## src/rtl/clte_pkg.sv

```systemverilog
// Shared types and constants for the compacting list table engine.
// Used by the channel interfaces, the controller, the datapath and the top level.
package clte_pkg;

  localparam int unsigned CAPACITY_DEF = 32;
  localparam int unsigned DATA_W       = 32;
  localparam int unsigned CMD_W        = 3;
  localparam int unsigned POS_W        = 5;
  localparam int unsigned STAT_W       = 2;
  localparam int unsigned CNT_OUT_W    = 6;

  // Flipping the sign bit turns signed order into unsigned order.
  localparam logic [DATA_W-1:0] SIGN_FLIP = {1'b1, {(DATA_W-1){1'b0}}};

  typedef enum logic [CMD_W-1:0] {
    CMD_APPEND  = 3'd0,
    CMD_DEL_MIN = 3'd1,
    CMD_DEL_AT  = 3'd2,
    CMD_DEL_VAL = 3'd3,
    CMD_DEL_RNG = 3'd4
  } cmd_e;

  typedef enum logic [STAT_W-1:0] {
    ST_OK     = 2'd0,
    ST_FULL   = 2'd1,
    ST_EMPTY  = 2'd2,
    ST_BADPOS = 2'd3
  } status_e;

  // Micro-operations issued by the controller to the datapath.
  typedef enum logic [3:0] {
    OP_NOP,
    OP_LOAD,      // capture input transfer, clear write pointer, idx to 0 or position
    OP_APPEND,    // write at count, count up
    OP_RD_IDX,    // read entry at idx
    OP_RD_NEXT,   // read entry at idx + 1
    OP_RD_LAST,   // read entry at count - 1
    OP_MIN_EVAL,  // fold read data into running min, idx up
    OP_IDX_CLR,
    OP_IDX_INC,
    OP_MOVE,      // write read data at idx, count down
    OP_SHIFT,     // write read data at idx, idx up
    OP_CNT_DEC,
    OP_FILTER,    // keep read data at wr unless in bounds, idx up
    OP_CNT_SET,   // count takes the write pointer
    OP_RESULT     // load output register
  } dp_op_e;

  typedef struct packed {
    dp_op_e  op;
    status_e res_status;
    logic    res_min;
  } dp_cmd_t;

  typedef struct packed {
    logic [CMD_W-1:0] cmd;
    logic             empty;
    logic             full;
    logic             pos_bad;
    logic             idx_end;
    logic             at_last;
    logic             eq_min;
    logic             out_free;
  } dp_stat_t;

endpackage

```

## src/rtl/clte_if.sv

```systemverilog
// Valid/ready channel interfaces for input items and results.
// Depends on clte_pkg for field widths.
interface clte_in_if import clte_pkg::*; ();
  logic                     valid;
  logic                     ready;
  logic [CMD_W-1:0]         command;
  logic signed [DATA_W-1:0] data_value;
  logic [POS_W-1:0]         position;
  logic signed [DATA_W-1:0] range_low;
  logic signed [DATA_W-1:0] range_high;

  modport source (output valid, command, data_value, position, range_low, range_high,
                  input ready);
  modport sink   (input valid, command, data_value, position, range_low, range_high,
                  output ready);
endinterface

interface clte_out_if import clte_pkg::*; ();
  logic                     valid;
  logic                     ready;
  logic [STAT_W-1:0]        status;
  logic signed [DATA_W-1:0] removed_min;
  logic [CNT_OUT_W-1:0]     entry_count;

  modport source (output valid, status, removed_min, entry_count, input ready);
  modport sink   (input valid, status, removed_min, entry_count, output ready);
endinterface

```

## src/rtl/clte_ram.sv

```systemverilog
// Generic single-write, single-read RAM with registered read data.
// No dependencies.
module clte_ram #(
  parameter int unsigned WIDTH = 32,
  parameter int unsigned DEPTH = 32,
  localparam int unsigned AW   = (DEPTH > 1) ? $clog2(DEPTH) : 1
) (
  input  logic             clk_i,
  input  logic             we_i,
  input  logic [AW-1:0]    waddr_i,
  input  logic [WIDTH-1:0] wdata_i,
  input  logic             re_i,
  input  logic [AW-1:0]    raddr_i,
  output logic [WIDTH-1:0] rdata_o
);

  logic [WIDTH-1:0] mem_q [DEPTH];
  logic [WIDTH-1:0] rdata_q;

  always_ff @(posedge clk_i) begin
    if (we_i) begin
      mem_q[waddr_i] <= wdata_i;
    end
    if (re_i) begin
      rdata_q <= mem_q[raddr_i];
    end
  end

  assign rdata_o = rdata_q;

endmodule

```

## src/rtl/clte_dp.sv

```systemverilog
// Datapath: entry RAM, count and pointers, key compare, output register.
// Depends on clte_pkg and clte_ram; driven by clte_ctrl through dp_cmd_t.
module clte_dp import clte_pkg::*; #(
  parameter int unsigned CAPACITY = CAPACITY_DEF,
  localparam int unsigned CW = $clog2(CAPACITY + 1),
  localparam int unsigned AW = (CAPACITY > 1) ? $clog2(CAPACITY) : 1,
  localparam int unsigned PW = (CW > POS_W) ? CW : POS_W
) (
  input  logic                     clk_i,
  input  logic                     rst_ni,
  input  dp_cmd_t                  cmd_i,
  output dp_stat_t                 stat_o,
  input  logic [CMD_W-1:0]         command_i,
  input  logic signed [DATA_W-1:0] data_value_i,
  input  logic [POS_W-1:0]         position_i,
  input  logic signed [DATA_W-1:0] range_low_i,
  input  logic signed [DATA_W-1:0] range_high_i,
  input  logic                     out_ready_i,
  output logic                     out_valid_o,
  output logic [STAT_W-1:0]        status_o,
  output logic signed [DATA_W-1:0] removed_min_o,
  output logic [CNT_OUT_W-1:0]     entry_count_o
);

  logic [CMD_W-1:0]     cmd_q, cmd_d;
  logic [CW-1:0]        cnt_q, cnt_d;
  logic [CW-1:0]        idx_q, idx_d;
  logic [CW-1:0]        wr_q, wr_d;
  logic [DATA_W-1:0]    lo_q, lo_d;
  logic [DATA_W-1:0]    hi_q, hi_d;
  logic [DATA_W-1:0]    min_q, min_d;
  logic [POS_W-1:0]     pos_q, pos_d;
  logic                 out_valid_q, out_valid_d;
  logic [STAT_W-1:0]    out_status_q, out_status_d;
  logic [DATA_W-1:0]    out_min_q, out_min_d;
  logic [CNT_OUT_W-1:0] out_cnt_q, out_cnt_d;

  logic              ram_we, ram_re;
  logic [AW-1:0]     ram_waddr, ram_raddr;
  logic [DATA_W-1:0] ram_wdata, ram_rdata;

  logic [CW-1:0]     idx_nx, cnt_dec;
  logic [DATA_W-1:0] key_data;
  logic              in_bounds;

  assign idx_nx    = idx_q + 1'b1;
  assign cnt_dec   = cnt_q - 1'b1;
  assign key_data  = data_value_i ^ SIGN_FLIP;
  assign in_bounds = (ram_rdata >= lo_q) && (ram_rdata <= hi_q);

  clte_ram #(
    .WIDTH (DATA_W),
    .DEPTH (CAPACITY)
  ) u_ram (
    .clk_i   (clk_i),
    .we_i    (ram_we),
    .waddr_i (ram_waddr),
    .wdata_i (ram_wdata),
    .re_i    (ram_re),
    .raddr_i (ram_raddr),
    .rdata_o (ram_rdata)
  );

  always_comb begin
    cmd_d        = cmd_q;
    cnt_d        = cnt_q;
    idx_d        = idx_q;
    wr_d         = wr_q;
    lo_d         = lo_q;
    hi_d         = hi_q;
    min_d        = min_q;
    pos_d        = pos_q;
    out_valid_d  = out_valid_q;
    out_status_d = out_status_q;
    out_min_d    = out_min_q;
    out_cnt_d    = out_cnt_q;
    ram_we       = 1'b0;
    ram_re       = 1'b0;
    ram_waddr    = idx_q[AW-1:0];
    ram_wdata    = ram_rdata;
    ram_raddr    = idx_q[AW-1:0];

    if (out_valid_q && out_ready_i) begin
      out_valid_d = 1'b0;
    end

    unique case (cmd_i.op)
      OP_LOAD: begin
        cmd_d = command_i;
        pos_d = position_i;
        min_d = '1;
        wr_d  = '0;
        idx_d = (command_i == CMD_DEL_AT) ? CW'(position_i) : '0;
        if (command_i == CMD_DEL_RNG) begin
          lo_d = range_low_i ^ SIGN_FLIP;
          hi_d = range_high_i ^ SIGN_FLIP;
        end else begin
          lo_d = key_data;
          hi_d = key_data;
        end
      end
      OP_APPEND: begin
        ram_we    = 1'b1;
        ram_waddr = cnt_q[AW-1:0];
        ram_wdata = lo_q;
        cnt_d     = cnt_q + 1'b1;
      end
      OP_RD_IDX: begin
        ram_re = 1'b1;
      end
      OP_RD_NEXT: begin
        ram_re    = 1'b1;
        ram_raddr = idx_nx[AW-1:0];
      end
      OP_RD_LAST: begin
        ram_re    = 1'b1;
        ram_raddr = cnt_dec[AW-1:0];
      end
      OP_MIN_EVAL: begin
        if (ram_rdata < min_q) begin
          min_d = ram_rdata;
        end
        idx_d = idx_nx;
      end
      OP_IDX_CLR: idx_d = '0;
      OP_IDX_INC: idx_d = idx_nx;
      OP_MOVE: begin
        ram_we = 1'b1;
        cnt_d  = cnt_dec;
      end
      OP_SHIFT: begin
        ram_we = 1'b1;
        idx_d  = idx_nx;
      end
      OP_CNT_DEC: cnt_d = cnt_dec;
      OP_FILTER: begin
        if (!in_bounds) begin
          ram_we    = 1'b1;
          ram_waddr = wr_q[AW-1:0];
          wr_d      = wr_q + 1'b1;
        end
        idx_d = idx_nx;
      end
      OP_CNT_SET: cnt_d = wr_q;
      OP_RESULT: begin
        out_valid_d  = 1'b1;
        out_status_d = cmd_i.res_status;
        out_min_d    = cmd_i.res_min ? (min_q ^ SIGN_FLIP) : '0;
        out_cnt_d    = CNT_OUT_W'(cnt_q);
      end
      default: ;
    endcase
  end

  always_ff @(posedge clk_i or negedge rst_ni) begin
    if (!rst_ni) begin
      cmd_q       <= '0;
      cnt_q       <= '0;
      idx_q       <= '0;
      wr_q        <= '0;
      out_valid_q <= 1'b0;
    end else begin
      cmd_q       <= cmd_d;
      cnt_q       <= cnt_d;
      idx_q       <= idx_d;
      wr_q        <= wr_d;
      out_valid_q <= out_valid_d;
    end
  end

  always_ff @(posedge clk_i) begin
    lo_q         <= lo_d;
    hi_q         <= hi_d;
    min_q        <= min_d;
    pos_q        <= pos_d;
    out_status_q <= out_status_d;
    out_min_q    <= out_min_d;
    out_cnt_q    <= out_cnt_d;
  end

  assign stat_o.cmd      = cmd_q;
  assign stat_o.empty    = (cnt_q == '0);
  assign stat_o.full     = (cnt_q == CW'(CAPACITY));
  assign stat_o.pos_bad  = (PW'(pos_q) >= PW'(cnt_q));
  assign stat_o.idx_end  = (idx_q >= cnt_q);
  assign stat_o.at_last  = (({1'b0, idx_q} + 1'b1) >= {1'b0, cnt_q});
  assign stat_o.eq_min   = (ram_rdata == min_q);
  assign stat_o.out_free = !out_valid_q || out_ready_i;

  assign out_valid_o   = out_valid_q;
  assign status_o      = out_status_q;
  assign removed_min_o = out_min_q;
  assign entry_count_o = out_cnt_q;

  // Count never passes capacity.
  a_cnt_bound: assert property (@(posedge clk_i) disable iff (!rst_ni)
    cnt_q <= CW'(CAPACITY))
    else $error("entry count above capacity");

  // Append is only issued with room left.
  a_append_room: assert property (@(posedge clk_i) disable iff (!rst_ni)
    cmd_i.op == OP_APPEND |-> cnt_q != CW'(CAPACITY))
    else $error("append on full list");

  // Moving the last entry down needs a non-empty list.
  a_move_nonempty: assert property (@(posedge clk_i) disable iff (!rst_ni)
    cmd_i.op == OP_MOVE |-> cnt_q != '0)
    else $error("move with empty list");

  // A result never overwrites one that has not been taken.
  a_result_free: assert property (@(posedge clk_i) disable iff (!rst_ni)
    cmd_i.op == OP_RESULT |-> (!out_valid_q || out_ready_i))
    else $error("result register overrun");

  // Filter write pointer never runs ahead of the read pointer.
  a_filter_order: assert property (@(posedge clk_i) disable iff (!rst_ni)
    cmd_i.op == OP_FILTER |-> wr_q <= idx_q)
    else $error("filter write pointer ahead of read pointer");

endmodule

```

## src/rtl/clte_ctrl.sv

```systemverilog
// Controller FSM: sequences one command at a time over the datapath.
// Depends on clte_pkg; talks to clte_dp through dp_cmd_t and dp_stat_t.
module clte_ctrl import clte_pkg::*; (
  input  logic     clk_i,
  input  logic     rst_ni,
  input  logic     in_valid_i,
  output logic     in_ready_o,
  input  dp_stat_t stat_i,
  output dp_cmd_t  cmd_o
);

  typedef enum logic [3:0] {
    S_IDLE,
    S_DISP,
    S_SR_RD,
    S_SR_EV,
    S_RM_RD,
    S_RM_EV,
    S_RM_MOVE,
    S_AT_CHK,
    S_AT_MV,
    S_F_RD,
    S_F_EV,
    S_DONE
  } state_e;

  state_e  state_q, state_d;
  status_e res_q, res_d;
  logic    rmin_q, rmin_d;
  dp_op_e  op;

  always_comb begin
    state_d = state_q;
    res_d   = res_q;
    rmin_d  = rmin_q;
    op      = OP_NOP;

    unique case (state_q)
      S_IDLE: begin
        if (in_valid_i) begin
          op      = OP_LOAD;
          state_d = S_DISP;
        end
      end
      S_DISP: begin
        res_d   = ST_OK;
        rmin_d  = 1'b0;
        state_d = S_DONE;
        unique case (stat_i.cmd) inside
          CMD_APPEND: begin
            if (stat_i.full) begin
              res_d = ST_FULL;
            end else begin
              op = OP_APPEND;
            end
          end
          CMD_DEL_MIN: begin
            if (stat_i.empty) begin
              res_d = ST_EMPTY;
            end else begin
              rmin_d  = 1'b1;
              state_d = S_SR_RD;
            end
          end
          CMD_DEL_AT: begin
            if (stat_i.empty) begin
              res_d = ST_EMPTY;
            end else if (stat_i.pos_bad) begin
              res_d = ST_BADPOS;
            end else begin
              state_d = S_AT_CHK;
            end
          end
          CMD_DEL_VAL, CMD_DEL_RNG: begin
            if (stat_i.empty) begin
              res_d = ST_EMPTY;
            end else begin
              state_d = S_F_RD;
            end
          end
          default: ;
        endcase
      end
      // min search pass
      S_SR_RD: begin
        if (stat_i.idx_end) begin
          op      = OP_IDX_CLR;
          state_d = S_RM_RD;
        end else begin
          op      = OP_RD_IDX;
          state_d = S_SR_EV;
        end
      end
      S_SR_EV: begin
        op      = OP_MIN_EVAL;
        state_d = S_SR_RD;
      end
      // removal pass: last entry fills a matching slot, slot is rechecked
      S_RM_RD: begin
        if (stat_i.idx_end) begin
          state_d = S_DONE;
        end else begin
          op      = OP_RD_IDX;
          state_d = S_RM_EV;
        end
      end
      S_RM_EV: begin
        if (stat_i.eq_min) begin
          op      = OP_RD_LAST;
          state_d = S_RM_MOVE;
        end else begin
          op      = OP_IDX_INC;
          state_d = S_RM_RD;
        end
      end
      S_RM_MOVE: begin
        op      = OP_MOVE;
        state_d = S_RM_RD;
      end
      // delete at position: shift tail down by one
      S_AT_CHK: begin
        if (stat_i.at_last) begin
          op      = OP_CNT_DEC;
          state_d = S_DONE;
        end else begin
          op      = OP_RD_NEXT;
          state_d = S_AT_MV;
        end
      end
      S_AT_MV: begin
        op      = OP_SHIFT;
        state_d = S_AT_CHK;
      end
      // order-keeping filter
      S_F_RD: begin
        if (stat_i.idx_end) begin
          op      = OP_CNT_SET;
          state_d = S_DONE;
        end else begin
          op      = OP_RD_IDX;
          state_d = S_F_EV;
        end
      end
      S_F_EV: begin
        op      = OP_FILTER;
        state_d = S_F_RD;
      end
      S_DONE: begin
        if (stat_i.out_free) begin
          op      = OP_RESULT;
          state_d = S_IDLE;
        end
      end
      default: state_d = S_IDLE;
    endcase
  end

  always_ff @(posedge clk_i or negedge rst_ni) begin
    if (!rst_ni) begin
      state_q <= S_IDLE;
      res_q   <= ST_OK;
      rmin_q  <= 1'b0;
    end else begin
      state_q <= state_d;
      res_q   <= res_d;
      rmin_q  <= rmin_d;
    end
  end

  assign in_ready_o       = (state_q == S_IDLE);
  assign cmd_o.op         = op;
  assign cmd_o.res_status = res_q;
  assign cmd_o.res_min    = rmin_q;

endmodule

```

## src/rtl/compacting_list_table_engine.sv

```systemverilog
// Compacting list table engine: bounded list of signed values with a count.
// One item at a time: every entry step is a RAM read then a compare or write through
// the single read port, so the next item is taken once the current one has its result.
// Reset clears count and control; entry RAM is not cleared (entries above count unused).
module compacting_list_table_engine import clte_pkg::*; #(
  parameter int unsigned CAPACITY = CAPACITY_DEF
) (
  input  logic      clk_i,
  input  logic      rst_ni,
  clte_in_if.sink   in_i,
  clte_out_if.source out_o
);

  // Controller/datapath link.
  dp_cmd_t  dp_cmd;
  dp_stat_t dp_stat;
  logic     in_ready;

  // The input side is ready whenever the controller sits idle. A finished
  // result waits in the datapath output register, so a new transfer can be
  // taken before the previous result has been consumed; the controller only
  // stalls at the end of that next item if the register is still occupied.
  assign in_i.ready = in_ready;

  clte_ctrl u_ctrl (
    .clk_i      (clk_i),
    .rst_ni     (rst_ni),
    .in_valid_i (in_i.valid),
    .in_ready_o (in_ready),
    .stat_i     (dp_stat),
    .cmd_o      (dp_cmd)
  );

  // Datapath holds the entry RAM (keys stored with the sign bit flipped so
  // that an unsigned compare gives signed order), the count, the read and
  // write pointers, the running minimum and the result register.
  clte_dp #(
    .CAPACITY (CAPACITY)
  ) u_dp (
    .clk_i         (clk_i),
    .rst_ni        (rst_ni),
    .cmd_i         (dp_cmd),
    .stat_o        (dp_stat),
    .command_i     (in_i.command),
    .data_value_i  (in_i.data_value),
    .position_i    (in_i.position),
    .range_low_i   (in_i.range_low),
    .range_high_i  (in_i.range_high),
    .out_ready_i   (out_o.ready),
    .out_valid_o   (out_o.valid),
    .status_o      (out_o.status),
    .removed_min_o (out_o.removed_min),
    .entry_count_o (out_o.entry_count)
  );

endmodule
```

## src/flat_wrapper.sv

```systemverilog
// flat-port wrapper written by rule: the top's interface ports become plain ports
module compacting_list_table_engine_flat import clte_pkg::*;
#(
  parameter int unsigned CAPACITY = CAPACITY_DEF
)
  (clk_i, rst_ni, in_i_valid, in_i_command, in_i_data_value, in_i_position, in_i_range_low, in_i_range_high, in_i_ready, out_o_valid, out_o_status, out_o_removed_min, out_o_entry_count, out_o_ready);
  clte_in_if in_i_i ();
  clte_out_if out_o_i ();
  input  logic clk_i;
  input  logic rst_ni;
  input wire logic [$bits(in_i_i.valid)-1:0] in_i_valid;
  input wire logic [$bits(in_i_i.command)-1:0] in_i_command;
  input wire logic [$bits(in_i_i.data_value)-1:0] in_i_data_value;
  input wire logic [$bits(in_i_i.position)-1:0] in_i_position;
  input wire logic [$bits(in_i_i.range_low)-1:0] in_i_range_low;
  input wire logic [$bits(in_i_i.range_high)-1:0] in_i_range_high;
  output wire logic [$bits(in_i_i.ready)-1:0] in_i_ready;
  output wire logic [$bits(out_o_i.valid)-1:0] out_o_valid;
  output wire logic [$bits(out_o_i.status)-1:0] out_o_status;
  output wire logic [$bits(out_o_i.removed_min)-1:0] out_o_removed_min;
  output wire logic [$bits(out_o_i.entry_count)-1:0] out_o_entry_count;
  input wire logic [$bits(out_o_i.ready)-1:0] out_o_ready;
  assign in_i_i.valid = in_i_valid;
  assign in_i_i.command = in_i_command;
  assign in_i_i.data_value = in_i_data_value;
  assign in_i_i.position = in_i_position;
  assign in_i_i.range_low = in_i_range_low;
  assign in_i_i.range_high = in_i_range_high;
  assign in_i_ready = in_i_i.ready;
  assign out_o_valid = out_o_i.valid;
  assign out_o_status = out_o_i.status;
  assign out_o_removed_min = out_o_i.removed_min;
  assign out_o_entry_count = out_o_i.entry_count;
  assign out_o_i.ready = out_o_ready;
  compacting_list_table_engine #(.CAPACITY(CAPACITY)) u_core (.clk_i(clk_i), .rst_ni(rst_ni), .in_i(in_i_i), .out_o(out_o_i));
endmodule
```

## config.mk

```make
export PLATFORM = sky130hd
export DESIGN_NAME = compacting_list_table_engine_flat
export DESIGN_NICKNAME = d
export VERILOG_FILES = /design/src/rtl/clte_pkg.sv /design/src/rtl/clte_if.sv /design/src/rtl/clte_ram.sv /design/src/rtl/clte_dp.sv /design/src/rtl/clte_ctrl.sv /design/src/rtl/compacting_list_table_engine.sv /design/src/flat_wrapper.sv
export SDC_FILE = /design/constraint.sdc
export NUM_CORES = 2
export LEC_CHECK = 0
export ABC_CLOCK_PERIOD_IN_PS = 6000
export BUFFER_PORTS_ARGS = -buffer_cell sky130_fd_sc_hd__buf_2
export CAP_MARGIN = 10
export CORE_ASPECT_RATIO = 1.5
export CORE_MARGIN = 4
export CORE_UTILIZATION = 35
export CTS_CLUSTER_DIAMETER = 100
export DETAILED_ROUTE_END_ITERATION = 16
export HOLD_SLACK_MARGIN = 0.05
export PLACE_DENSITY = 0.55
export SETUP_SLACK_MARGIN = 0.02
export SYNTH_ARGS = -nofsm -noshare
export SYNTH_HDL_FRONTEND = slang
export SYNTH_SLANG_ARGS = --single-unit
export TNS_END_PERCENT = 20
```

## constraint.sdc

```tcl
create_clock -name clk_i -period 6 [get_ports clk_i]
set_clock_uncertainty 0.15 [all_clocks]
set_input_delay 0.3 -clock clk_i [delete_from_list [all_inputs] [get_ports clk_i]]
set_output_delay 0.3 -clock clk_i [all_outputs]
set_load 0.05 [all_outputs]
```

==> flow_summary.yaml <==
final_layout:
  drive_gt1_frac: 0.1352
  fin_cells: 6226
  multiInputGateArea_mm2: 0.01365
  nets: 4459
  fin_util: 0.4171
  area_growth_pct: 18.15
  final_cell_mix: "edfxtp_1 (1197), nand2_1 (997), nand3_1 (279)"
  fillers: 13190
  seq_area_mm2: 0.03667
  design_area_mm2: 0.06059
  final_common_cell: "edfxtp_1"
synthesis:
  seq_area_frac_synth: 0.7150
  postSynthAreaPerCell_um2: 13.27
  yosysWarnings: 0
  dominantRegCellSynth: "edfxtp_1"
  synth-seq-cells: 1226
  ys_async_sr_fraction: 0.02365
  synth-edff-count: 1197
  synth_cells: 3865
  syn_area_mm2: 0.05128
  synth_nets: 4090
  ys_types: 71
floorplan:
  dieHeight_um: 476.8
  io_pins: 150
  die_w_um: 320.5
  core_mm2: 0.1453
  dieArea_mm2: 0.1528
  rows: 171
  initial_core_util: 0.3530
clocking:
  cts_sinks: 1226
  cts_root_buf: "clkbuf_16"
  cts_tree: "yes"
  clkTransAtPathRegs_ns: 0.06
  clk_latency_ns: 0.73
  htree_levels: 3
  cts_resized: 0
  cts_buffers: 108
  clockBufferDepth: 3
place:
  numPortBuffers: 149
  place_area_mm2: 0.05572
  dp_cells: 5885
  place_congestion: 0.8764
  dp_hpwl_um: 95880
worst_setup_path:
  critPathTopFamily: "simple AND/OR/NAND/NOR gates"
  rr_endpoint: "u_core.u_dp.u_ram.rdata_o[31]$_DFFE_PP_"
  crit_chain: "ha_1 -> nand4_1 -> nor4_1 -> buf_4 -> nand3_1 -> o22a_1 -> nand2_8 -> buf_4 -> nand2_1 -> a32oi_1 -> a31oi_1 -> nor4_1 -> buf_4"
  r2r-start: "u_core.u_dp.u_ram.rdata_o[11]$_DFFE_PP_"
  end_kind: "register"
  path_class: "register to register"
  crit_top_cell: "buf_4"
  worst-path-buf-inv: 3
  startpoint_type: "register"
  cpPeakStageDelay_ns: 0.70
  critPathArrivalTime_ns: 5.83
  critPathMaxFanout: 31
  rr_worst_depth: 13
  cp.required_ns: 6.42
  reg2reg_slack_ns: 0.60
  crit_cells: 13
  slowest_stage: "nor4_1"
power:
  power_density_mw_per_mm2: 527.6
  p_switching_uw: 12630
  combPwrFrac: 0.399
  pwr-share-seq: 0.386
  ir_worst_vdd_v: 0.0002811
  p_clk_frac: 0.215
  cellLeakagePower_uw: 0.02108
  internal-power_uw: 19340
  swShare: 0.3949
run_status:
  outcome: "finished, final reports clean"
detailed_routing:
  drc_errors: 0
  viasPerCell: 5.248
  dr.pass1.iters: 6
  dr_total_vias: 32670
  wirelength_um: 146400
  detail_route.wl_per_cell_um: 23.52
  detail-route-antenna-nets: 0
  drtIter0Drc: 2646
grt:
  antenna_found_initial: 4
  grt.total_usage: 0.1879
  grt_max_degree: 84
  grt_pass1_wl_um: 216000
  grt_pass1_vias: 33040
  grt-ovfl-total: 0
timing:
  clock.fmax_mhz: 185.0
  rsz0062_at_grt: "no"
  drv_slew: 0
  period_needed_ns: 5.404
  finalSetupViolCount: 0
  finalCritPeriodShare: 0.9007
  fin_setup_tns_ns: 0
  tightest_slew_ns: 1.139
  finalHoldViolCount: 0
  maxSlewHeadroom: 0.2402
worst_hold_path:
  hold_start: "in_i_position[3]"
  holdPathEnd: "u_core.u_dp.pos_q[3]$_DFFE_PP_"
  min_path_cells: 2
  hp-class: "primary input to register"
flow_run:
  cap_violations: 0
## power by group through the flow
stage | sequential (uW) | combinational (uW) | clock (uW)
2_1_floorplan | 12400 | 6700 | 0
3_3_place_gp | 12500 | 12700 | 0
3_5_place_dp | 12500 | 12700 | 0
4_1_cts | 12300 | 12900 | 7020
5_1_grt | 12400 | 13700 | 7370
6_report | 12300 | 12700 | 6880
## layout make-up
cell class,instances,share of cell area
multi-input cells,2316,0.2252
flip-flops and latches,1226,0.6052
well taps,1903,0.03930
clock buffers,126,0.04607
repair buffers,463,0.06612
diodes,2,0.00008260
inverters,119,0.007393
clock inverters,71,0.01061
## synthesized netlist by cell type (3+ instances only)
cell type	instances	area, um2
a211oi_1	5	37.54
a21o_1	15	112.6
a21oi_1	55	275.3
a221oi_1	3	26.28
a22o_1	5	43.79
a22oi_1	7	52.55
a31oi_1	137	857.1
a32oi_1	131	1147
and2_1	44	275.3
and4_1	3	26.28
buf_1	19	71.32
buf_2	45	225.2
buf_4	9	67.56
clkbuf_1	129	484.2
dfrtp_1	29	725.7
edfxtp_1	1197	35940
ha_1	117	1464
inv_1	117	439.2
mux2_2	33	371.6
mux2i_1	131	1311
nand2_1	999	3750
nand2_2	3	18.77
nand2b_1	45	281.5
nand3_1	279	1396
nand4_1	19	118.9
nor2_1	71	266.5
nor2b_1	12	75.07
nor3_1	25	125.1
nor4_1	37	231.5
o2111ai_1	5	43.79
o211ai_1	5	37.54
o21a_1	11	82.58
o21ai_0	45	225.2
o22a_1	6	52.55
o22ai_1	9	56.30
o31ai_1	5	37.54
xnor2_1	10	87.58
xor2_1	3	26.28
## worst max path at each step
| stage | start | end |
|---|---|---|
| 3_5_place_dp | u_core.u_dp.u_ram.rdata_o[11]$_DFFE_PP_ | u_core.u_dp.u_ram.rdata_o[31]$_DFFE_PP_ |
| 4_1_cts | u_core.u_dp.u_ram.rdata_o[11]$_DFFE_PP_ | u_core.u_dp.u_ram.rdata_o[31]$_DFFE_PP_ |
| 5_1_grt | u_core.u_dp.idx_q[1]$_DFFE_PN0P_ | u_core.u_dp.u_ram.mem_q[21][8]$_DFFE_PP_ |
| 2_1_floorplan | u_core.u_dp.idx_q[0]$_DFFE_PN0P_ | u_core.u_dp.u_ram.mem_q[13][0]$_DFFE_PP_ |
| 6_report | u_core.u_dp.u_ram.rdata_o[11]$_DFFE_PP_ | u_core.u_dp.u_ram.rdata_o[31]$_DFFE_PP_ |
| 3_3_place_gp | u_core.u_dp.u_ram.rdata_o[15]$_DFFE_PP_ | u_core.u_dp.u_ram.rdata_o[31]$_DFFE_PP_ |
## worst register-to-register path: stages, from the launching register on
cell and delay, ns:
edfxtp_1 0.48, ha_1 0.34, nand4_1 0.35, nor4_1 0.63
buf_4 0.22, nand3_1 0.30, o22a_1 0.41, nand2_8 0.39
buf_4 0.40, nand2_1 0.13, a32oi_1 0.31, a31oi_1 0.18
nor4_1 0.70, buf_4 0.27
## what timing repair did
action / in CTS / in global routing
hold endpoints to repair: 108 / 0
hold buffers: 142 / 0
buffers inserted: 0 / 0
endpoints found under the setup margin: 0 / 0
## stage by stage
step	setup WS [ns]	hold slack, ns	power [uW]
floorplan	0.2752	-0.1456	19110
finish	0.5956	0.2206	31970
global placement	0.5550	0.2551	25150
global route	0.2830	0.2112	33500
detailed placement	0.5167	0.2694	25240
CTS	0.4881	0.1686	32220
## flip-flops by register name, summed over array words and instances (netlist names)
name                       count
u_core.u_dp.hi_q              32
u_core.u_dp.cmd_q              3
u_core.u_ctrl.rmin_q           1
u_core.u_dp.entry_count_o      6
u_core.u_dp.status_o           2
u_core.u_dp.removed_min_o     32
u_core.u_ctrl.state_q          4
u_core.u_dp.cnt_q              6
u_core.u_dp.idx_q              6
u_core.u_dp.out_valid_o        1
u_core.u_ctrl.res_q            2
u_core.u_dp.lo_q              32
u_core.u_dp.u_ram.mem_q     1024
u_core.u_dp.u_ram.rdata_o     32
u_core.u_dp.min_q             32
u_core.u_dp.pos_q              5
u_core.u_dp.wr_q               6
## per-layer routing
metal / vias up / GRT usage / share of wire
li1: 15050 / - / -
met1: 16360 / 0.2205 / 0.38
met2: 1029 / 0.3497 / 0.53
met3: 231 / 0.02278 / 0.049
met4: 2 / 0.07019 / 0.036
met5: - / 0 / 0.000061
## cell families after synthesis
| family | share of synthesized area |
|---|---|
| simple gates | 0.1306 |
| buf+inv | 0.02562 |
| xor+xnor | 0.002220 |
| flops | 0.7150 |
| mux | 0.03281 |
| compound gates | 0.06519 |
| fa+ha+maj | 0.02854 |
No activity file was read; power rests on OpenSTA's default activity.
